### config.mk
export PLATFORM = sky130hd
export DESIGN_NAME = audio_dc_block_preemph_framer_unit_flat
export DESIGN_NICKNAME = d
export VERILOG_FILES = /design/src/hdl/adpf_pkg.sv /design/src/hdl/adpf_if.sv /design/src/hdl/adpf_front.sv /design/src/hdl/adpf_queue.sv /design/src/hdl/adpf_back.sv /design/src/hdl/audio_dc_block_preemph_framer_unit.sv /design/src/flat_wrapper.sv
export SDC_FILE = /design/constraint.sdc
export NUM_CORES = 2
export LEC_CHECK = 0
export BUFFER_PORTS_ARGS = -buffer_cell sky130_fd_sc_hd__clkbuf_2
export CELL_PAD_IN_SITES_DETAIL_PLACEMENT = 0
export CELL_PAD_IN_SITES_GLOBAL_PLACEMENT = 1
export CORE_UTILIZATION = 60
export CTS_BUF_LIST = sky130_fd_sc_hd__clkbuf_4
export DETAILED_ROUTE_END_ITERATION = 8
export HOLD_SLACK_MARGIN = 0.03
export PLACE_DENSITY_LB_ADDON = 0.1
export SETUP_SLACK_MARGIN = 0.2
export SKIP_LAST_GASP = 1
export SYNTH_ARGS = -nofsm -noshare
export SYNTH_HDL_FRONTEND = slang
export SYNTH_HIERARCHICAL = 1
export SYNTH_SLANG_ARGS = --single-unit
### constraint.sdc
create_clock -name clk_i -period 12.87 [get_ports clk_i]
set_clock_uncertainty 0.2 [all_clocks]
set_input_delay 1.9305 -clock clk_i [delete_from_list [all_inputs] [get_ports clk_i]]
set_output_delay 1.9305 -clock clk_i [all_outputs]
set_load 0.05 [all_outputs]
### src/hdl/adpf_pkg.sv
// ----------------------------------------------------------------------------
// adpf_pkg: shared types and constants of the DC blocker and framer
// Holds configuration codes, the queue entry format, state types and the
// 16-bit saturation helper.
// ----------------------------------------------------------------------------
package adpf_pkg;

  localparam int FrameLenDef = 64;
  localparam int HopLenDef   = 32;

  localparam int CfgIdxW  = 2;
  localparam int CfgDataW = 16;

  localparam logic [15:0] DcAlphaReset     = 16'd65472;
  localparam logic [15:0] PreemphCoefReset = 16'd63570;

  localparam int          SinceW   = 7;
  localparam logic [6:0]  SinceMax = 7'd127;

  localparam int QueueDepth = 2;

  typedef enum logic [CfgIdxW-1:0] {
    CfgDcAlpha       = 2'd0,
    CfgPreemphEnable = 2'd1,
    CfgPreemphCoef   = 2'd2
  } cfg_idx_e;

  typedef struct packed {
    logic                we;
    logic [CfgIdxW-1:0]  index;
    logic [CfgDataW-1:0] data;
  } cfg_wr_t;

  typedef struct packed {
    logic signed [15:0] sample;
    logic               due;
  } q_entry_t;

  typedef enum logic [1:0] {
    FrIdle,
    FrMul,
    FrSum,
    FrPush
  } fr_state_e;

  typedef enum logic {
    BkIdle,
    BkEmit
  } bk_state_e;

  function automatic logic signed [15:0] sat16(input logic signed [31:0] v);
    logic signed [15:0] r;
    if (v > 32'sd32767) begin
      r = 16'sh7fff;
    end else if (v < -32'sd32768) begin
      r = 16'sh8000;
    end else begin
      r = v[15:0];
    end
    return r;
  endfunction

endpackage

### src/hdl/adpf_if.sv
// ----------------------------------------------------------------------------
// adpf_if: request channels of the DC blocker and framer
// Sample input channel and windowed frame output channel, valid/ready.
// ----------------------------------------------------------------------------
interface adpf_in_if;
  logic               valid;
  logic               ready;
  logic signed [15:0] sample_in;
  logic               last_in_block;

  modport source (output valid, output sample_in, output last_in_block, input ready);
  modport sink (input valid, input sample_in, input last_in_block, output ready);
endinterface

interface adpf_out_if;
  logic               valid;
  logic               ready;
  logic signed [15:0] win_sample;
  logic [5:0]         frame_index;
  logic               frame_last;

  modport source (output valid, output win_sample, output frame_index,
                  output frame_last, input ready);
  modport sink (input valid, input win_sample, input frame_index,
                input frame_last, output ready);
endinterface

### src/hdl/adpf_front.sv
// ----------------------------------------------------------------------------
// adpf_front: sample conditioning front end
// Removes the tracked DC level, applies optional pre-emphasis, keeps the fill
// and hop counters and tags each conditioned sample with a frame-due flag.
// ----------------------------------------------------------------------------
module adpf_front import adpf_pkg::*; #(
  parameter int FRAME_LEN = FrameLenDef,
  parameter int HOP_LEN   = HopLenDef
) (
  input  logic     clk_i,
  input  logic     rst_ni,
  input  cfg_wr_t  cfg_i,
  adpf_in_if.sink  in_i,
  output q_entry_t push_data_o,
  output logic     push_valid_o,
  input  logic     push_ready_i
);

  localparam int FillW = $clog2(FRAME_LEN + 1);

  fr_state_e state_q, state_d;

  logic [15:0] alpha_q, coef_q;
  logic        pre_en_q;

  logic signed [15:0] x_q;
  logic               last_q;
  logic signed [40:0] prod_a_q;
  logic signed [41:0] prod_b_q;
  logic signed [33:0] prod_c_q;
  logic signed [23:0] dc_q;
  logic signed [16:0] prior_q;
  logic [FillW-1:0]   fill_q;
  logic [SinceW-1:0]  since_q;

  logic [16:0]        one_minus;
  logic signed [23:0] x8;
  logic signed [42:0] dc_sum;
  logic signed [24:0] diff;
  logic signed [16:0] y;
  logic signed [18:0] y_ext;
  logic signed [18:0] pc_term;
  logic signed [18:0] e;
  logic [FillW-1:0]   fill_n;
  logic [SinceW-1:0]  since_n;
  logic               due;
  logic               accept;
  logic               push;

  assign one_minus = 17'h10000 - {1'b0, alpha_q};
  assign x8        = {x_q, 8'h00};
  assign dc_sum    = {{2{prod_a_q[40]}}, prod_a_q} + {prod_b_q[41], prod_b_q};
  assign diff      = {x8[23], x8} - {dc_q[23], dc_q};
  assign y         = diff[24:8];
  assign y_ext     = {{2{y[16]}}, y};
  assign pc_term   = pre_en_q ? {prod_c_q[33], prod_c_q[33:16]} : '0;
  assign e         = y_ext - pc_term;

  assign fill_n  = (fill_q < FillW'(FRAME_LEN)) ? fill_q + 1'b1 : fill_q;
  assign since_n = (since_q < SinceMax) ? since_q + 1'b1 : since_q;
  assign due     = last_q && (fill_n == FillW'(FRAME_LEN)) &&
                   (since_n >= SinceW'(HOP_LEN));

  assign accept = in_i.valid && in_i.ready;
  assign push   = push_valid_o && push_ready_i;

  always_comb begin
    state_d = state_q;
    case (state_q)
      FrIdle: begin
        if (in_i.valid) begin
          state_d = FrMul;
        end
      end
      FrMul:  state_d = FrSum;
      FrSum:  state_d = FrPush;
      FrPush: begin
        if (push_ready_i) begin
          state_d = FrIdle;
        end
      end
      default: state_d = FrIdle;
    endcase
  end

  always_comb begin
    in_i.ready         = (state_q == FrIdle);
    push_valid_o       = (state_q == FrPush);
    push_data_o.sample = sat16(32'(e));
    push_data_o.due    = due;
  end

  always_ff @(posedge clk_i or negedge rst_ni) begin
    if (!rst_ni) begin
      state_q  <= FrIdle;
      alpha_q  <= DcAlphaReset;
      coef_q   <= PreemphCoefReset;
      pre_en_q <= 1'b0;
      dc_q     <= '0;
      prior_q  <= '0;
      fill_q   <= '0;
      since_q  <= '0;
    end else begin
      state_q <= state_d;
      if (cfg_i.we) begin
        case (cfg_i.index)
          CfgDcAlpha:       alpha_q  <= cfg_i.data;
          CfgPreemphEnable: pre_en_q <= cfg_i.data[0];
          CfgPreemphCoef:   coef_q   <= cfg_i.data;
          default: ;
        endcase
      end
      if (state_q == FrSum) begin
        dc_q <= dc_sum[39:16];
      end
      if (push) begin
        fill_q  <= fill_n;
        since_q <= due ? since_n - SinceW'(HOP_LEN) : since_n;
        if (pre_en_q) begin
          prior_q <= y;
        end
      end
    end
  end

  always_ff @(posedge clk_i) begin
    if (accept) begin
      x_q    <= in_i.sample_in;
      last_q <= in_i.last_in_block;
    end
    if (state_q == FrMul) begin
      prod_a_q <= $signed({1'b0, alpha_q}) * dc_q;
      prod_b_q <= $signed({1'b0, one_minus}) * x8;
    end
    if (state_q == FrSum) begin
      prod_c_q <= prior_q * $signed({1'b0, coef_q});
    end
  end

endmodule

### src/hdl/adpf_queue.sv
// ----------------------------------------------------------------------------
// adpf_queue: short queue between front end and framer
// Holds conditioned samples with their frame-due flags.
// ----------------------------------------------------------------------------
module adpf_queue import adpf_pkg::*; (
  input  logic     clk_i,
  input  logic     rst_ni,
  input  q_entry_t push_data_i,
  input  logic     push_valid_i,
  output logic     push_ready_o,
  output q_entry_t pop_data_o,
  output logic     pop_valid_o,
  input  logic     pop_ready_i
);

  localparam int PtrW = (QueueDepth > 1) ? $clog2(QueueDepth) : 1;
  localparam int CntW = $clog2(QueueDepth + 1);

  q_entry_t        entry_q [QueueDepth];
  logic [PtrW-1:0] wr_ptr_q, rd_ptr_q;
  logic [CntW-1:0] count_q;
  logic            push, pop;

  assign push_ready_o = (count_q != CntW'(QueueDepth));
  assign pop_valid_o  = (count_q != '0);
  assign pop_data_o   = entry_q[rd_ptr_q];
  assign push         = push_valid_i && push_ready_o;
  assign pop          = pop_valid_o && pop_ready_i;

  function automatic logic [PtrW-1:0] ptr_inc(input logic [PtrW-1:0] p);
    return (p == PtrW'(QueueDepth - 1)) ? '0 : p + 1'b1;
  endfunction

  always_ff @(posedge clk_i or negedge rst_ni) begin
    if (!rst_ni) begin
      wr_ptr_q <= '0;
      rd_ptr_q <= '0;
      count_q  <= '0;
    end else begin
      if (push) begin
        wr_ptr_q <= ptr_inc(wr_ptr_q);
      end
      if (pop) begin
        rd_ptr_q <= ptr_inc(rd_ptr_q);
      end
      if (push && !pop) begin
        count_q <= count_q + 1'b1;
      end else if (pop && !push) begin
        count_q <= count_q - 1'b1;
      end
    end
  end

  always_ff @(posedge clk_i) begin
    if (push) begin
      entry_q[wr_ptr_q] <= push_data_i;
    end
  end

endmodule

### src/hdl/adpf_back.sv
// ----------------------------------------------------------------------------
// adpf_back: sample ring and windowed frame emitter
// Writes conditioned samples to the ring and, for a due frame, streams the
// ring oldest first through the RMS-normalized Hann window.
// ----------------------------------------------------------------------------
module adpf_back import adpf_pkg::*; #(
  parameter int FRAME_LEN = FrameLenDef
) (
  input  logic      clk_i,
  input  logic      rst_ni,
  input  q_entry_t  pop_data_i,
  input  logic      pop_valid_i,
  output logic      pop_ready_o,
  adpf_out_if.source out_o
);

  localparam int          IdxW  = $clog2(FRAME_LEN);
  localparam int          Span  = FRAME_LEN - 1;
  localparam logic [63:0] PiQ30 = 64'd3373259426;
  localparam longint      OneQ30 = 64'sd1073741824;

  function automatic logic [63:0] sine_q30(input logic [63:0] x);
    logic [63:0] x2, term;
    longint      s;
    x2   = (x * x) >> 30;
    term = x;
    s    = longint'(x);
    term = ((term * x2) >> 30) / 6;
    s    = s - longint'(term);
    term = ((term * x2) >> 30) / 20;
    s    = s + longint'(term);
    term = ((term * x2) >> 30) / 42;
    s    = s - longint'(term);
    term = ((term * x2) >> 30) / 72;
    s    = s + longint'(term);
    term = ((term * x2) >> 30) / 110;
    s    = s - longint'(term);
    term = ((term * x2) >> 30) / 156;
    s    = s + longint'(term);
    term = ((term * x2) >> 30) / 210;
    s    = s - longint'(term);
    term = ((term * x2) >> 30) / 272;
    s    = s + longint'(term);
    if (s < 0) begin
      s = 0;
    end
    if (s > OneQ30) begin
      s = OneQ30;
    end
    return 64'(s);
  endfunction

  function automatic logic [63:0] hann_q16(input int n);
    logic [63:0] m, x, s, hv;
    m  = (2 * n > Span) ? 64'(Span - n) : 64'(n);
    x  = (PiQ30 * m) / Span;
    s  = sine_q30(x);
    hv = (s * s) >> 30;
    return (hv + 64'd8192) >> 14;
  endfunction

  function automatic logic [63:0] calc_rms();
    logic [63:0] energy, hv, v, res, bt;
    energy = '0;
    for (int n = 0; n < FRAME_LEN; n++) begin
      hv     = hann_q16(n);
      energy = energy + hv * hv;
    end
    v   = energy / FRAME_LEN;
    res = '0;
    bt  = 64'h1 << 62;
    while (bt > v) begin
      bt = bt >> 2;
    end
    while (bt != 0) begin
      if (v >= res + bt) begin
        v   = v - (res + bt);
        res = (res >> 1) + bt;
      end else begin
        res = res >> 1;
      end
      bt = bt >> 2;
    end
    return res;
  endfunction

  localparam logic [63:0] Rms    = calc_rms();
  localparam logic [63:0] RmsDiv = (Rms == 0) ? 64'd1 : Rms;

  function automatic logic [FRAME_LEN*16-1:0] build_rom();
    logic [FRAME_LEN*16-1:0] rom;
    logic [63:0]              hv, w;
    rom = '0;
    for (int n = 0; n < FRAME_LEN; n++) begin
      hv = hann_q16(n);
      if (Rms == 0) begin
        w = hv >> 2;
      end else begin
        w = (hv * 64'd16384 + Rms / 2) / RmsDiv;
      end
      if (w > 64'd65535) begin
        w = 64'd65535;
      end
      rom[n*16 +: 16] = w[15:0];
    end
    return rom;
  endfunction

  localparam logic [FRAME_LEN*16-1:0] WindowRom = build_rom();

  function automatic logic [IdxW-1:0] ptr_inc(input logic [IdxW-1:0] p);
    return (p == IdxW'(FRAME_LEN - 1)) ? '0 : p + 1'b1;
  endfunction

  logic signed [15:0] ring_mem [FRAME_LEN];

  bk_state_e state_q, state_d;

  logic [IdxW-1:0]    wp_q, rd_ptr_q, idx_q;
  logic               s1_v_q, s2_v_q, out_v_q;
  logic signed [15:0] rd_data_q;
  logic [IdxW-1:0]    s1_idx_q, s2_idx_q;
  logic signed [32:0] prod_q;
  logic signed [15:0] out_sample_q;
  logic [5:0]         out_idx_q;
  logic               out_last_q;

  logic               advance, issue, pop, last_issue;
  logic [15:0]        win;
  logic signed [33:0] rnd;

  assign advance    = !out_v_q || out_o.ready;
  assign pop        = pop_valid_i && pop_ready_o;
  assign last_issue = (idx_q == IdxW'(FRAME_LEN - 1));
  assign win        = WindowRom[s1_idx_q*16 +: 16];
  assign rnd        = {prod_q[32], prod_q} + 34'sd8192;

  always_comb begin
    state_d = state_q;
    case (state_q)
      BkIdle: begin
        if (pop && pop_data_i.due) begin
          state_d = BkEmit;
        end
      end
      BkEmit: begin
        if (issue && last_issue) begin
          state_d = BkIdle;
        end
      end
      default: state_d = BkIdle;
    endcase
  end

  always_comb begin
    pop_ready_o       = (state_q == BkIdle);
    issue             = (state_q == BkEmit) && advance;
    out_o.valid       = out_v_q;
    out_o.win_sample  = out_sample_q;
    out_o.frame_index = out_idx_q;
    out_o.frame_last  = out_last_q;
  end

  always_ff @(posedge clk_i or negedge rst_ni) begin
    if (!rst_ni) begin
      state_q  <= BkIdle;
      wp_q     <= '0;
      rd_ptr_q <= '0;
      idx_q    <= '0;
      s1_v_q   <= 1'b0;
      s2_v_q   <= 1'b0;
      out_v_q  <= 1'b0;
    end else begin
      state_q <= state_d;
      if (pop) begin
        wp_q     <= ptr_inc(wp_q);
        rd_ptr_q <= ptr_inc(wp_q);
        idx_q    <= '0;
      end
      if (issue) begin
        rd_ptr_q <= ptr_inc(rd_ptr_q);
        idx_q    <= idx_q + 1'b1;
      end
      if (advance) begin
        s1_v_q  <= issue;
        s2_v_q  <= s1_v_q;
        out_v_q <= s2_v_q;
      end
    end
  end

  always_ff @(posedge clk_i) begin
    if (pop) begin
      ring_mem[wp_q] <= pop_data_i.sample;
    end
    if (issue) begin
      rd_data_q <= ring_mem[rd_ptr_q];
    end
  end

  always_ff @(posedge clk_i) begin
    if (issue) begin
      s1_idx_q <= idx_q;
    end
    if (advance) begin
      prod_q       <= rd_data_q * $signed({1'b0, win});
      s2_idx_q     <= s1_idx_q;
      out_sample_q <= sat16(32'($signed(rnd[33:14])));
      out_idx_q    <= 6'(s2_idx_q);
      out_last_q   <= (s2_idx_q == IdxW'(FRAME_LEN - 1));
    end
  end

endmodule

### src/hdl/audio_dc_block_preemph_framer_unit.sv
// ----------------------------------------------------------------------------
// audio_dc_block_preemph_framer_unit: DC blocker, pre-emphasis and framer
// In the front end a sample goes through accept, two multiply states and push
// (FrIdle, FrMul, FrSum, FrPush); the next waits until the queue takes it.
// A due frame streams FRAME_LEN results, one per cycle while out ready is high,
// via the ring read, product and output registers after its sample is popped.
// Reset clears all control state and loads the register defaults; no sweep.
// ----------------------------------------------------------------------------
module audio_dc_block_preemph_framer_unit import adpf_pkg::*; #(
  parameter int FRAME_LEN = FrameLenDef,
  parameter int HOP_LEN   = HopLenDef
) (
  input  logic                clk_i,
  input  logic                rst_ni,
  input  logic                cfg_we_i,
  input  logic [CfgIdxW-1:0]  cfg_index_i,
  input  logic [CfgDataW-1:0] cfg_data_i,
  adpf_in_if.sink             in_i,
  adpf_out_if.source          out_o
);

  cfg_wr_t  cfg_wr;
  q_entry_t push_data, pop_data;
  logic     push_valid, push_ready, pop_valid, pop_ready;

  assign cfg_wr.we    = cfg_we_i;
  assign cfg_wr.index = cfg_index_i;
  assign cfg_wr.data  = cfg_data_i;

  adpf_front #(
    .FRAME_LEN (FRAME_LEN),
    .HOP_LEN   (HOP_LEN)
  ) u_front (
    .clk_i        (clk_i),
    .rst_ni       (rst_ni),
    .cfg_i        (cfg_wr),
    .in_i         (in_i),
    .push_data_o  (push_data),
    .push_valid_o (push_valid),
    .push_ready_i (push_ready)
  );

  adpf_queue u_queue (
    .clk_i        (clk_i),
    .rst_ni       (rst_ni),
    .push_data_i  (push_data),
    .push_valid_i (push_valid),
    .push_ready_o (push_ready),
    .pop_data_o   (pop_data),
    .pop_valid_o  (pop_valid),
    .pop_ready_i  (pop_ready)
  );

  adpf_back #(
    .FRAME_LEN (FRAME_LEN)
  ) u_back (
    .clk_i       (clk_i),
    .rst_ni      (rst_ni),
    .pop_data_i  (pop_data),
    .pop_valid_i (pop_valid),
    .pop_ready_o (pop_ready),
    .out_o       (out_o)
  );

endmodule
### src/flat_wrapper.sv
// flat-port wrapper written by rule: the top's interface ports become plain ports
module audio_dc_block_preemph_framer_unit_flat import adpf_pkg::*;
#(
  parameter int FRAME_LEN = FrameLenDef,
  parameter int HOP_LEN   = HopLenDef
)
  (clk_i, rst_ni, cfg_we_i, cfg_index_i, cfg_data_i, in_i_valid, in_i_sample_in, in_i_last_in_block, in_i_ready, out_o_valid, out_o_win_sample, out_o_frame_index, out_o_frame_last, out_o_ready);
  adpf_in_if in_i_i ();
  adpf_out_if out_o_i ();
  input  logic clk_i;
  input  logic rst_ni;
  input  logic cfg_we_i;
  input  logic [CfgIdxW-1:0] cfg_index_i;
  input  logic [CfgDataW-1:0] cfg_data_i;
  input wire logic [$bits(in_i_i.valid)-1:0] in_i_valid;
  input wire logic [$bits(in_i_i.sample_in)-1:0] in_i_sample_in;
  input wire logic [$bits(in_i_i.last_in_block)-1:0] in_i_last_in_block;
  output wire logic [$bits(in_i_i.ready)-1:0] in_i_ready;
  output wire logic [$bits(out_o_i.valid)-1:0] out_o_valid;
  output wire logic [$bits(out_o_i.win_sample)-1:0] out_o_win_sample;
  output wire logic [$bits(out_o_i.frame_index)-1:0] out_o_frame_index;
  output wire logic [$bits(out_o_i.frame_last)-1:0] out_o_frame_last;
  input wire logic [$bits(out_o_i.ready)-1:0] out_o_ready;
  assign in_i_i.valid = in_i_valid;
  assign in_i_i.sample_in = in_i_sample_in;
  assign in_i_i.last_in_block = in_i_last_in_block;
  assign in_i_ready = in_i_i.ready;
  assign out_o_valid = out_o_i.valid;
  assign out_o_win_sample = out_o_i.win_sample;
  assign out_o_frame_index = out_o_i.frame_index;
  assign out_o_frame_last = out_o_i.frame_last;
  assign out_o_i.ready = out_o_ready;
  audio_dc_block_preemph_framer_unit #(.FRAME_LEN(FRAME_LEN), .HOP_LEN(HOP_LEN)) u_core (.clk_i(clk_i), .rst_ni(rst_ni), .cfg_we_i(cfg_we_i), .cfg_index_i(cfg_index_i), .cfg_data_i(cfg_data_i), .in_i(in_i_i), .out_o(out_o_i));
endmodule
==> metrics.yaml <==
final_layout:
  n_fill_cell: 12000
  area_growth_pct: 7.16
  final_nets: 9389
  drive_gt1_share_pct: 15.3
clock_tree:
  htreeDepth: 5
  cts_tree: "done"
  cts_setup_buffers: 0
  clkTransAtPathRegs_ps: 60
  numCtsBuffers: 357
  postCtsHoldBufs: 0
  cts_root_buf: "clkbuf_4"
  cts.sinks: 1344
  clock_latency_ps: 1300
  cts_resized: 0
  clk_path_buf_depth: 4
yosys:
  synthTopCellsByCount: "inv_1, edfxtp_1, fa_1, nand2_1, ha_1"
  ys_seq_area_share_pct: 41.3
  netlist_area_um2: 96300
  netlist_instances: 7580
  ys_seq_elements: 1344
  synth.most_common_cell: "inv_1"
  synthTopCellsByArea: "edfxtp_1, fa_1, mux4_2"
  async_reset_ff_share_pct: 8.63
  synth_edf_count: 1228
  yosysUniqueCellTypes: 102
  syn_avg_cell_area_um2: 12.7
  syn-num-nets: 9160
  yosysWarnings: 6
  yosysTopAreaCellShare_pct: 38.3
  yosysTopAreaCell: "edfxtp_1"
  synth-main-ff-cell: "edfxtp_1"
critical_path:
  cpMaxStageDelayCell: "dfrtp_1"
  reg2reg_to: "u_core/u_front/prod_b_q[31]"
  worstPathArrival_ps: 9870
  crit_required_ps: 13640
  cp_common_cell: "fa_1"
  worstSetupPathDepth: 26
  end_kind: "flop"
  r2r_cells: 26
  regToRegSetupSlack_ps: 3780
  crit_type: "flop to flop"
  cp_max_fo: 25
  critPathBufInv: 4
  critPathLaunchType: "flop"
  critPathMaxStageDelay_ps: 760
  r2r-start: "u_core/u_front/alpha_q[1]"
  cpLargestDelayFamily: "adder cells"
hold_path:
  hp-class: "flop to flop"
  hold_path_depth: 0
  hold_end: "u_core/u_back/out_o.frame_index[4]"
  min_from: "u_core/u_back/s2_idx_q[4]"
floorplan:
  initial_core_util_pct: 60.6
  die_x_um: 403
  num_rows: 146
  die_y_um: 403
  io_pins: 65
  die_area_um2: 162000
  core_um2: 159000
placed_design:
  dp_hpwl_mm: 162
  io_buffer_count: 64
  gp_congestion: 0.890
global_routing:
  grt-ovfl-total: 0
  antenna_found_initial: 14
  grt_max_degree: 132
  grt_usage_pct: 29.6
  grt_pass1_wl_mm: 362
  grt_pass1_vias: 62100
sta:
  worst_pin_slew_ps: 1320
  relSlewSlack_pct: 11.9
  grt_setup_unrepaired: "false"
  hold_viol_final: 0
  slew_violations: 0
  min_period_ps: 9090
  clock.fmax_mhz: 110
  setup_viol: 0
  min_period_over_period_pct: 70.6
  setup_tns_ps: 0
detailed_routing:
  routedWlPerCell_um: 22.9
  antenna_left: 0
  viasPerCell: 5.83
  via_count: 59100
  drt-total-wl_mm: 232
  drt_iter0_drc: 4767
  first_pass_iters: 8
  drc: 0
flow_run:
  max-cap-violations: 0
run_status:
  status: "finished clean"
[layer usage]
layer  track usage [%]  wire length (um)  vias to the layer above
li1                  -                 -                    25900
met1              42.9             97900                    30400
met2              45.1            107000                     2396
met3              6.91             21800                      394
met4              8.73              5710                        2
met5                 0                 7                        -
[flip-flops by register name, summed over array words and instances, names as in the netlist, 7 cells and up]
name / flops
u_core/u_front/alpha_q: 16
u_core/u_front/since_q: 7
u_core/u_front/dc_q: 24
u_core/u_back/out_o.win_sample: 16
u_core/u_front/coef_q: 16
u_core/u_front/prod_c_q: 18
u_core/u_queue/entry_q: 34
u_core/u_back/rd_data_q: 16
u_core/u_front/prior_q: 17
u_core/u_back/prod_q: 20
u_core/u_front/prod_b_q: 32
u_core/u_back/ring_mem: 1024
u_core/u_front/x_q: 16
u_core/u_front/prod_a_q: 32
u_core/u_front/fill_q: 7
[worst register-to-register path, stage by stage (launching register included)]
cell,delay [ps]
dfrtp_1,760
inv_1,270
ha_1,220
nand2_1,100
or3_1,370
or4_1,530
nor4_1,510
xnor2_2,380
nand2_1,200
fa_1,540
fa_1,550
inv_1,50
fa_1,480
fa_1,500
fa_1,500
inv_1,50
fa_1,470
inv_1,50
ha_1,340
nand3_1,140
nor2_1,50
a211o_1,260
a31o_2,270
a2111oi_2,500
o31ai_1,130
a211oi_1,260
nor3_1,80
[kinds of logic (layout without fill, tap and decap cells)]
| kind of cell | count (synthesis) | after routing | synth area share (%) |
|---|---|---|---|
| adder cells (fa/ha/maj) | 1540 | 1540 | 28.1 |
| multiplexers | 424 | 424 | 8.97 |
| AND/OR/NAND/NOR | 1824 | 1824 | 9.14 |
| buffers and inverters | 1685 | 2152 | 6.71 |
| AO/OA/AOI/OAI | 557 | 557 | 3.91 |
| XOR/XNOR | 206 | 206 | 1.87 |
| other | 0 | 8 | 0 |
| flip-flops | 1344 | 1344 | 41.3 |
[cell usage in the layout (no fill, tap or decap), drive strengths merged, types with 14 or more instances in the layout]
master	synthesis	routed
o21ai	112	112
o21a	24	24
nand2b	49	49
dfstp	18	18
a211oi	25	25
mux2	74	74
dfrtp	98	98
mux4	341	341
o21bai	24	24
nor2	233	233
xnor2	135	135
fa	1035	1035
clkinv	2	87
or3	20	20
nand4	27	27
edfxtp	1228	1228
a21oi	148	148
buf	69	129
xor2	71	71
a21o	68	68
clkbuf	253	567
nor3	39	39
o211ai	14	14
and3	49	49
nand2	790	790
nand3	62	62
inv	1361	1366
ha	505	505
a31oi	24	24
nor2b	42	42
and2	461	461
[how the worst max path moves through the flow]
stage,from,endpoint,slack (ps)
finish,u_core/u_front/alpha_q[1],u_core/u_front/prod_b_q[31],3780
global route,u_core/u_front/alpha_q[1],u_core/u_front/prod_b_q[31],3390
CTS,u_core/u_front/alpha_q[1],u_core/u_front/prod_b_q[33],3540
detailed placement,u_core/u_front/alpha_q[1],u_core/u_front/prod_b_q[33],3660
global placement,u_core/u_front/alpha_q[1],u_core/u_front/prod_b_q[33],3800
floorplan,u_core/u_back/s1_idx_q[1],u_core/u_back/prod_q[26],5010
[stage by stage]
| step | hold slack [ps] | util [%] | area [um^2] | instances | worst slack, ps |
|---|---|---|---|---|---|
| after floorplan | 221 | - | 96300 | 7580 | 5010 |
| after detailed placement | 242 | 62.3 | 98900 | 9522 | 3660 |
| after CTS | 251 | 64.9 | 103000 | 10100 | 3540 |
| final | 247 | 64.9 | 103000 | 10100 | 3780 |
| after global placement | 234 | 62.3 | 98900 | 9522 | 3800 |
| after global routing | 259 | 64.9 | 103000 | 10100 | 3390 |
[cell type report]
| class | instances | area (um^2) | share of cell area, % |
|---|---|---|---|
| antenna | 8 | 20.0 | 0.0194 |
| multi-input combinational | 4551 | 50100 | 48.6 |
| inverter | 1363 | 5120 | 4.96 |
| clock buffer | 504 | 3780 | 3.67 |
| timing repair buffer | 192 | 1300 | 1.26 |
| clock inverter | 93 | 435 | 0.422 |
| tap | 2072 | 2590 | 2.51 |
| sequential | 1344 | 39800 | 38.6 |
Power is not shown: default switching activity piles up to over one toggle a cycle in this logic, so the estimate is an artifact.
